===== config.mk =====
export PLATFORM = sky130hd
export DESIGN_NAME = fixed_head_disk_address_unit
export DESIGN_NICKNAME = d
export VERILOG_FILES = /design/src/hdl/fhdau_pkg.sv /design/src/hdl/fixed_head_disk_address_unit.sv
export SDC_FILE = /design/constraint.sdc
export NUM_CORES = 1
export LEC_CHECK = 0
export BUFFER_PORTS_ARGS = -buffer_cell sky130_fd_sc_hd__buf_2
export CORE_MARGIN = 2
export CORE_UTILIZATION = 35
export CTS_BUF_LIST = sky130_fd_sc_hd__clkbuf_4 sky130_fd_sc_hd__clkbuf_8 sky130_fd_sc_hd__clkbuf_16
export CTS_CLUSTER_SIZE = 30
export DETAILED_ROUTE_END_ITERATION = 6
export PLACE_DENSITY = 0.6
export SETUP_SLACK_MARGIN = 0.2
export SLEW_MARGIN = 20
export SYNTH_ARGS = -nofsm -noshare
export SYNTH_HDL_FRONTEND = slang
export SYNTH_SLANG_ARGS = --single-unit

===== constraint.sdc =====
create_clock -name clk -period 8.01 [get_ports clk]
set_input_delay 1.602 -clock clk [delete_from_list [all_inputs] [get_ports clk]]
set_output_delay 1.602 -clock clk [all_outputs]
set_load 0.01 [all_outputs]

===== src/hdl/fhdau_pkg.sv =====
`timescale 1ns / 1ps

package fhdau_pkg;

    // Action codes
    localparam logic [2:0] ACT_START    = 3'd0;
    localparam logic [2:0] ACT_SEEK     = 3'd1;
    localparam logic [2:0] ACT_XLATE    = 3'd2;
    localparam logic [2:0] ACT_XLATE_WR = 3'd3;
    localparam logic [2:0] ACT_ADVANCE  = 3'd4;
    localparam logic [2:0] ACT_SENSE    = 3'd5;

    // Register indexes on the configuration port
    localparam logic REG_MODEL      = 1'b0;
    localparam logic REG_WRITE_LOCK = 1'b1;

    // Field widths
    localparam int ADDR_W   = 15;
    localparam int WADDR_W  = 21;
    localparam int TRK_W    = 10;
    localparam int SEC_W    = 7;
    localparam int LOCK_W   = 16;
    localparam int SLEN_W   = 3;

    // Geometry
    localparam int M0_SECTORS = 82;
    localparam int M0_TRACKS  = 64;
    localparam int M1_SECTORS = 12;
    localparam int M1_TRACKS  = 512;

    localparam logic [SLEN_W-1:0] SENSE_LEN_M0 = 3'd4;
    localparam logic [SLEN_W-1:0] SENSE_LEN_M1 = 3'd3;

    // Words in one sector and number of track groups sharing the lock switches
    localparam int WORDS_PER_SECTOR = 256;
    localparam int LOCK_GROUPS      = 16;

    localparam int STAT_PROTECT_BIT = 4;
    localparam int STAT_BAD_BIT     = 5;

endpackage


===== src/hdl/fixed_head_disk_address_unit.sv =====
`timescale 1ns / 1ps

// Disk address and status unit for a head-per-track controller with two
// geometries (model 0: 82 sectors x 64 tracks, model 1: 12 sectors x 512
// tracks). Each request carries one action (start, seek, translate, translate
// for write, advance, sense) and yields exactly one response carrying the
// word address, the check bits, the sense bytes and the status byte. The unit
// takes one request per clock cycle. A request waits in the request register
// and is loaded into the response register as soon as that register is empty
// or its response is being taken. The response register decouples the two
// sides, so a new request is taken while a finished response waits; only when
// both registers are full and the response is stalled does req_ready drop.
// The action, the address register update and the response are all formed
// combinationally between the request register and the response register.
// The model and write_lock registers sit on an APB-style port at byte
// addresses 0 and 4; write them only while no request is in flight. No
// clearing pass after reset: the unit is ready at once.
module fixed_head_disk_address_unit
(
    input  logic                         clk,
    input  logic                         rst_n,

    // configuration port
    input  logic                         psel,
    input  logic                         penable,
    input  logic                         pwrite,
    input  logic [2:0]                   paddr,
    input  logic [31:0]                  pwdata,
    output logic [31:0]                  prdata,
    output logic                         pready,

    // request channel
    input  logic                         req_valid,
    output logic                         req_ready,
    input  logic [2:0]                   action,
    input  logic [7:0]                   address_high,
    input  logic [7:0]                   address_low,
    input  logic [6:0]                   current_sector,

    // response channel
    output logic                         rsp_valid,
    input  logic                         rsp_ready,
    output logic [fhdau_pkg::WADDR_W-1:0] word_address,
    output logic                         bad_address,
    output logic                         write_protected,
    output logic                         track_overflow,
    output logic [7:0]                   address_byte_high,
    output logic [7:0]                   address_byte_low,
    output logic [6:0]                   sector_byte,
    output logic [fhdau_pkg::SLEN_W-1:0] sense_length,
    output logic [7:0]                   device_status
);

    import fhdau_pkg::*;

    localparam int IDX_W   = 17;                            // track * sectors + sector
    localparam int WPS_W   = $clog2(WORDS_PER_SECTOR + 1);
    localparam int PROD_W  = IDX_W + WPS_W;
    localparam int LG_W    = $clog2(LOCK_GROUPS + 1);
    localparam int GPROD_W = TRK_W + LG_W;

    // ---------------------------------------------------------------
    // Configuration registers
    // ---------------------------------------------------------------
    logic              model_reg;
    logic [LOCK_W-1:0] write_lock_reg;
    logic              cfg_wr;

    assign pready = 1'b1;
    assign cfg_wr = psel && penable && pwrite && pready;

    always_ff @(posedge clk or negedge rst_n)
    begin
        if (!rst_n)
        begin
            model_reg      <= 1'b0;
            write_lock_reg <= '0;
        end
        else if (cfg_wr)
        begin
            case (paddr[2])
                REG_MODEL:      model_reg      <= pwdata[0];
                REG_WRITE_LOCK: write_lock_reg <= pwdata[LOCK_W-1:0];
                default:        ;
            endcase
        end
    end

    always_comb
    begin
        case (paddr[2])
            REG_MODEL:      prdata = {31'd0, model_reg};
            REG_WRITE_LOCK: prdata = {16'd0, write_lock_reg};
            default:        prdata = '0;
        endcase
    end

    // ---------------------------------------------------------------
    // Request register and handshake
    // ---------------------------------------------------------------
    logic       s1_valid_reg;
    logic [2:0] s1_action_reg;
    logic [7:0] s1_hi_reg;
    logic [7:0] s1_lo_reg;
    logic [6:0] s1_cur_reg;
    logic       rsp_valid_reg;
    logic       advance;
    logic       req_take;

    assign advance   = s1_valid_reg && (!rsp_valid_reg || rsp_ready);
    assign req_ready = !s1_valid_reg || !rsp_valid_reg || rsp_ready;
    assign req_take  = req_valid && req_ready;

    always_ff @(posedge clk or negedge rst_n)
    begin
        if (!rst_n)
        begin
            s1_valid_reg <= 1'b0;
        end
        else if (req_take)
        begin
            s1_valid_reg <= 1'b1;
        end
        else if (advance)
        begin
            s1_valid_reg <= 1'b0;
        end
    end

    always_ff @(posedge clk)
    begin
        if (req_take)
        begin
            s1_action_reg <= action;
            s1_hi_reg     <= address_high;
            s1_lo_reg     <= address_low;
            s1_cur_reg    <= current_sector;
        end
    end

    // ---------------------------------------------------------------
    // Address state and action logic
    // ---------------------------------------------------------------
    logic [ADDR_W-1:0] disk_address_reg;
    logic [ADDR_W-1:0] disk_address_next;
    logic              protect_flag_reg;
    logic              protect_flag_next;

    function automatic logic [TRK_W-1:0] get_track(input logic [ADDR_W-1:0] a, input logic m);
        get_track = m ? a[13:4] : {2'b00, a[14:7]};
    endfunction

    function automatic logic [SEC_W-1:0] get_sector(input logic [ADDR_W-1:0] a, input logic m);
        get_sector = m ? {3'b000, a[3:0]} : a[6:0];
    endfunction

    function automatic logic addr_bad(input logic [ADDR_W-1:0] a, input logic m);
        logic [TRK_W-1:0] t;
        logic [SEC_W-1:0] s;
        t = get_track(a, m);
        s = get_sector(a, m);
        if (m)
            addr_bad = (t >= TRK_W'(M1_TRACKS)) || (s >= SEC_W'(M1_SECTORS));
        else
            addr_bad = (t >= TRK_W'(M0_TRACKS)) || (s >= SEC_W'(M0_SECTORS));
    endfunction

    logic [TRK_W-1:0]   cur_track;
    logic [SEC_W-1:0]   cur_sector;
    logic               cur_bad;
    logic [IDX_W-1:0]   sec_index;
    logic [PROD_W-1:0]  word_prod;
    logic [GPROD_W-1:0] grp_prod;
    logic [GPROD_W-1:0] grp;
    logic               locked;

    // advance
    logic [SEC_W:0]     adv_sec;
    logic               adv_wrap;
    logic [TRK_W:0]     adv_trk;
    logic [SEC_W-1:0]   adv_sec_w;
    logic [ADDR_W-1:0]  adv_addr;
    logic               adv_ovf;

    assign cur_track  = get_track(disk_address_reg, model_reg);
    assign cur_sector = get_sector(disk_address_reg, model_reg);
    assign cur_bad    = addr_bad(disk_address_reg, model_reg);

    // Sector index in the disk; constant multiplies per geometry
    always_comb
    begin
        if (model_reg)
            sec_index = IDX_W'(cur_track) * IDX_W'(M1_SECTORS) + IDX_W'(cur_sector);
        else
            sec_index = IDX_W'(cur_track) * IDX_W'(M0_SECTORS) + IDX_W'(cur_sector);
    end

    assign word_prod = PROD_W'(sec_index) * PROD_W'(WORDS_PER_SECTOR);

    // Lock group = track * LOCK_GROUPS / tracks; tracks is a power of two
    assign grp_prod = GPROD_W'(cur_track) * GPROD_W'(LOCK_GROUPS);
    assign grp      = model_reg ? (grp_prod >> $clog2(M1_TRACKS))
                                : (grp_prod >> $clog2(M0_TRACKS));
    assign locked   = (grp < GPROD_W'(LOCK_W)) && write_lock_reg[grp[3:0]];

    // Sector step; a sector at or past the limit wraps into the next track
    always_comb
    begin
        adv_sec  = {1'b0, cur_sector} + 1'b1;
        if (model_reg)
            adv_wrap = adv_sec >= (SEC_W+1)'(M1_SECTORS);
        else
            adv_wrap = adv_sec >= (SEC_W+1)'(M0_SECTORS);
        adv_trk   = {1'b0, cur_track} + {{TRK_W{1'b0}}, adv_wrap};
        adv_sec_w = adv_wrap ? '0 : adv_sec[SEC_W-1:0];
        if (model_reg)
        begin
            adv_addr = {adv_trk[10:0], adv_sec_w[3:0]};
            adv_ovf  = adv_trk >= (TRK_W+1)'(M1_TRACKS);
        end
        else
        begin
            adv_addr = {adv_trk[7:0], adv_sec_w};
            adv_ovf  = adv_trk >= (TRK_W+1)'(M0_TRACKS);
        end
    end

    // Response fields
    logic [WADDR_W-1:0] wa_next;
    logic               wp_next;
    logic               ovf_next;
    logic [7:0]         abh_next;
    logic [7:0]         abl_next;
    logic [6:0]         sb_next;
    logic [SLEN_W-1:0]  slen_next;
    logic               bad_next;

    always_comb
    begin
        disk_address_next = disk_address_reg;
        protect_flag_next = protect_flag_reg;
        wa_next           = '0;
        wp_next           = 1'b0;
        ovf_next          = 1'b0;
        abh_next          = '0;
        abl_next          = '0;
        sb_next           = '0;
        slen_next         = '0;
        case (s1_action_reg)
            ACT_START:
            begin
                protect_flag_next = 1'b0;
            end
            ACT_SEEK:
            begin
                disk_address_next = {s1_hi_reg[6:0], s1_lo_reg};
            end
            ACT_XLATE:
            begin
                if (!cur_bad)
                    wa_next = word_prod[WADDR_W-1:0];
            end
            ACT_XLATE_WR:
            begin
                // lock test first: a locked group refuses even a bad address
                if (locked)
                begin
                    protect_flag_next = 1'b1;
                    wp_next           = 1'b1;
                end
                else if (!cur_bad)
                begin
                    wa_next = word_prod[WADDR_W-1:0];
                end
            end
            ACT_ADVANCE:
            begin
                disk_address_next = adv_addr;
                ovf_next          = adv_ovf;
            end
            ACT_SENSE:
            begin
                abh_next  = {cur_bad, disk_address_reg[14:8]};
                abl_next  = disk_address_reg[7:0];
                sb_next   = s1_cur_reg;
                slen_next = model_reg ? SENSE_LEN_M1 : SENSE_LEN_M0;
            end
            default:
            begin
            end
        endcase
        bad_next = addr_bad(disk_address_next, model_reg);
    end

    always_ff @(posedge clk or negedge rst_n)
    begin
        if (!rst_n)
        begin
            disk_address_reg <= '0;
            protect_flag_reg <= 1'b0;
        end
        else if (advance)
        begin
            disk_address_reg <= disk_address_next;
            protect_flag_reg <= protect_flag_next;
        end
    end

    // ---------------------------------------------------------------
    // Response register
    // ---------------------------------------------------------------
    logic [WADDR_W-1:0] wa_reg;
    logic               bad_reg;
    logic               wp_reg;
    logic               ovf_reg;
    logic [7:0]         abh_reg;
    logic [7:0]         abl_reg;
    logic [6:0]         sb_reg;
    logic [SLEN_W-1:0]  slen_reg;
    logic               prot_reg;

    always_ff @(posedge clk or negedge rst_n)
    begin
        if (!rst_n)
        begin
            rsp_valid_reg <= 1'b0;
        end
        else if (advance)
        begin
            rsp_valid_reg <= 1'b1;
        end
        else if (rsp_ready)
        begin
            rsp_valid_reg <= 1'b0;
        end
    end

    always_ff @(posedge clk)
    begin
        if (advance)
        begin
            wa_reg   <= wa_next;
            bad_reg  <= bad_next;
            wp_reg   <= wp_next;
            ovf_reg  <= ovf_next;
            abh_reg  <= abh_next;
            abl_reg  <= abl_next;
            sb_reg   <= sb_next;
            slen_reg <= slen_next;
            prot_reg <= protect_flag_next;
        end
    end

    assign rsp_valid         = rsp_valid_reg;
    assign word_address      = wa_reg;
    assign bad_address       = bad_reg;
    assign write_protected   = wp_reg;
    assign track_overflow    = ovf_reg;
    assign address_byte_high = abh_reg;
    assign address_byte_low  = abl_reg;
    assign sector_byte       = sb_reg;
    assign sense_length      = slen_reg;
    assign device_status     = {2'b00, bad_reg, prot_reg, 4'b0000};

endmodule


==> impl_metrics.csv <==
group,metric,value,unit
timing,skew,0.01107,ns
layout,final_cell_mix,"110 x buf_2, 67 x edfxtp_1, 55 x ha_1",
clock_network,post_cts_resize_count,0,
clock_network,holdBufCountCts,0,
power,total_power,2.566,mW
synth,synth_edf_count,67,
clock_network,cts_sinks,102,
timing,slew_headroom,41.86,%
worst_setup_path,reg2reg_to,"word_address[20]$_DFFE_PP_",
worst_setup_path,crit_family,"adder cells",
floorplanning,dieWidth,145.3,µm
worst_setup_path,endpoint_kind,"register",
floorplanning,die_area,21110,µm²
global_routing,grt_max_degree,55,
layout,stdcell_count,1024,
synth,synthDistinctLibCells,69,
routing,drtPass1Iterations,5,
timing,setup_viol,0,
timing,fin_setup_tns,0,ns
routing,routed_wl,15.52,mm
routing,met2_length,7.069,mm
clock_network,cts-root-buf,"clkbuf_16",
routing,wl_per_cell,15.16,µm
clock_network,clk_latency,0.36,ns
floorplanning,initial_utilization,35.78,%
global_routing,antenna_found_initial,0,
routing,drc,0,
routing,highest_layer,"met4",
worst_setup_path,worstSetupPathType,"reg -> reg",
worst_setup_path,cp_max_fo,54,
worst_setup_path,r2r-start,"model_reg$_DFFE_PN0P_",
clock_network,h-tree-depth,3,
layout,layout-drive-gt1-share,22.13,%
worst_setup_path,reg2reg_depth,13,
routing,drt-met1-wl,7.384,mm
clock_network,cts_buffers,9,
floorplanning,die-height,145.3,µm
placement,dp_hpwl,11.33,mm
routing,vias,5052,
routing,antenna_left,0,
routing,drt-initial-drc-count,317,
layout,n_antenna_cell,0,
timing,tightest_slew,0.8664,ns
worst_setup_path,slowest_delay,0.60,ns
synth,postSynth.asyncResetShare,34.31,%
layout,area_growth,12.57,%
timing,clock.fmax,213.9,MHz
worst_setup_path,rrSetupSlack,3.33,ns
run,drv_cap,0,
worst_setup_path,crit_start,"model_reg$_DFFE_PN0P_",
placement,port_buffers,110,
global_routing,grt_pass1_wl,25.79,mm
synth,synthFlopType,"edfxtp_1",
status,status,"finished clean",
worst_setup_path,endpoint,"word_address[20]$_DFFE_PP_",
min_path,worstHoldPathType,"reg -> reg",
floorplanning,io_pins,161,
worst_setup_path,cp_cell_sequence,"buf_4 > mux2i_1 > inv_1 > ha_1 > fa_1 > ha_1 > inv_1 > fa_1 > nor4_1 > nand3_1 > mux2i_1 > a2bb2oi_1 > o31ai_1",
synth,synth_seq_cells,102,
worst_setup_path,setup.worst_path.start_class,"register",
timing,finalHoldViolCount,0,
worst_setup_path,critPathArrivalTime,4.78,ns
layout,finish.net_count,885,
timing,rsz0062_at_grt,"no",
synth,ys_seq_area_share,41.33,%
clock_network,clk_pin_slew,0.07,ns
power,powerDensity,326.3,nW/µm²
worst_setup_path,cp_data_required_time,8.12,ns
clock_network,cts_tree,"done",
layout,layout_commonest_cell,"buf_2",
power,ir_worst_vdd,124.9,µV
synth,synthCells,662,
routing,routed-wl-met3,974,µm
synth,yosysWarnings,0,
placement,place.gp.congestion,0.8450,
clock_network,cts_buffer_depth,2,
synth,syn_area_per_cell,10.55,µm²
min_path,worstHoldStart,"s1_valid_reg$_DFFE_PN0P_",
global_routing,grt_pass1_vias,4859,
floorplanning,rows,51,
worst_setup_path,cpMaxStageDelayCell,"nor4_1",
timing,min_period,4.676,ns
layout,largest_reg_flops,16,
worst_setup_path,critPathBufInv,3,
global_routing,grt_remaining_overflow,0,
timing,finalMaxSlewViolations,0,
global_routing,grt_use_total,15.03,%
synth,synth_area,6987,µm²
routing,routed_via_density,4.934,
timing,fin_crit_sh,58.38,%
worst_setup_path,crit_cells,13,
clock_network,cts_setup_buffers,0,
floorplanning,core_area,19530,µm²
power,p_leak,3.499,nW
placement,dp.cells,1008,
## stage by stage
stage / setup slack, ns / hold WS, ns / cell area, µm² / util [%]
6_report: 3.334 / 0.4920 / 7865 / 40.28
5_1_grt: 2.966 / 0.5368 / 7865 / 40.28
4_1_cts: 3.289 / 0.5020 / 7864 / 40.27
3_5_place_dp: 3.308 / 0.4705 / 7562 / 38.73
3_3_place_gp: 3.345 / 0.4781 / 7562 / 38.73
2_1_floorplan: 3.143 / 0.4569 / 7096 / -
## cells in the mapped netlist (4+ instances only)
master | number | area share (%)
clkbuf_1 | 14 | 0.75
inv_1 | 35 | 1.9
nand3_1 | 12 | 0.86
a22o_1 | 4 | 0.50
o31ai_1 | 5 | 0.54
ha_1 | 55 | 9.8
a211oi_1 | 10 | 1.1
mux2i_1 | 11 | 1.6
edfxtp_1 | 67 | 29
o21ai_0 | 38 | 2.7
dfrtp_1 | 35 | 13
and2_1 | 41 | 3.7
xnor2_1 | 22 | 2.8
a21boi_0 | 6 | 0.64
nor3_1 | 12 | 0.86
buf_6 | 7 | 1.1
xor2_1 | 12 | 1.5
mux2_2 | 18 | 2.9
mux4_2 | 4 | 1.3
nand2_1 | 38 | 2.0
fa_1 | 8 | 2.3
o21a_1 | 4 | 0.43
nor4_1 | 4 | 0.36
o211ai_1 | 4 | 0.43
nand4_1 | 4 | 0.36
buf_4 | 34 | 3.7
a31oi_1 | 5 | 0.45
nand2b_1 | 7 | 0.63
nor2b_1 | 10 | 0.90
a22oi_1 | 8 | 0.86
nor2_1 | 41 | 2.2
a21oi_1 | 28 | 2.0
a21o_1 | 8 | 0.86
## report_power, final
part	internal [mW]	switching, mW	leakage (nW)
Clock	0.248	0.202	0.149
Sequential	0.654	0.108	1.08
Combinational	0.595	0.758	2.27
Total	1.50	1.07	3.50
## cell families after synthesis
logic type	count (synthesis)	synth area share (%)
other cells	2	0.1075
compound gates	138	12.72
flops	102	41.33
mux	34	6.143
xor+xnor	34	4.262
buf+inv	97	8.274
simple gates	192	15.03
fa+ha+maj	63	12.14
## worst min path at each step
stage | cells after the start | end
global route | 1 | rsp_valid$_DFFE_PN0P_
floorplan | 1 | rsp_valid$_DFFE_PN0P_
CTS | 1 | rsp_valid$_DFFE_PN0P_
global placement | 1 | rsp_valid$_DFFE_PN0P_
detailed placement | 1 | rsp_valid$_DFFE_PN0P_
finish | 1 | rsp_valid$_DFFE_PN0P_
## per-layer routing
| metal | GRT usage [%] | vias to the layer above |
|---|---|---|
| met5 | 0 | - |
| met4 | 2.941 | 0 |
| met2 | 23.15 | 148 |
| met3 | 3.836 | 8 |
| met1 | 21.47 | 2410 |
| li1 | - | 2486 |
## final cells by class
type,count,area [µm²]
Multi-Input combinational cell,492,3631
Inverter,35,131.4
Tap cell,265,331.6
Clock buffer,10,232.7
Clock inverter,6,68.82
Sequential cell,102,2889
Timing Repair Buffer,114,580.6
Fill cell,1969,11660
No activity file was read; power rests on OpenSTA's default activity.
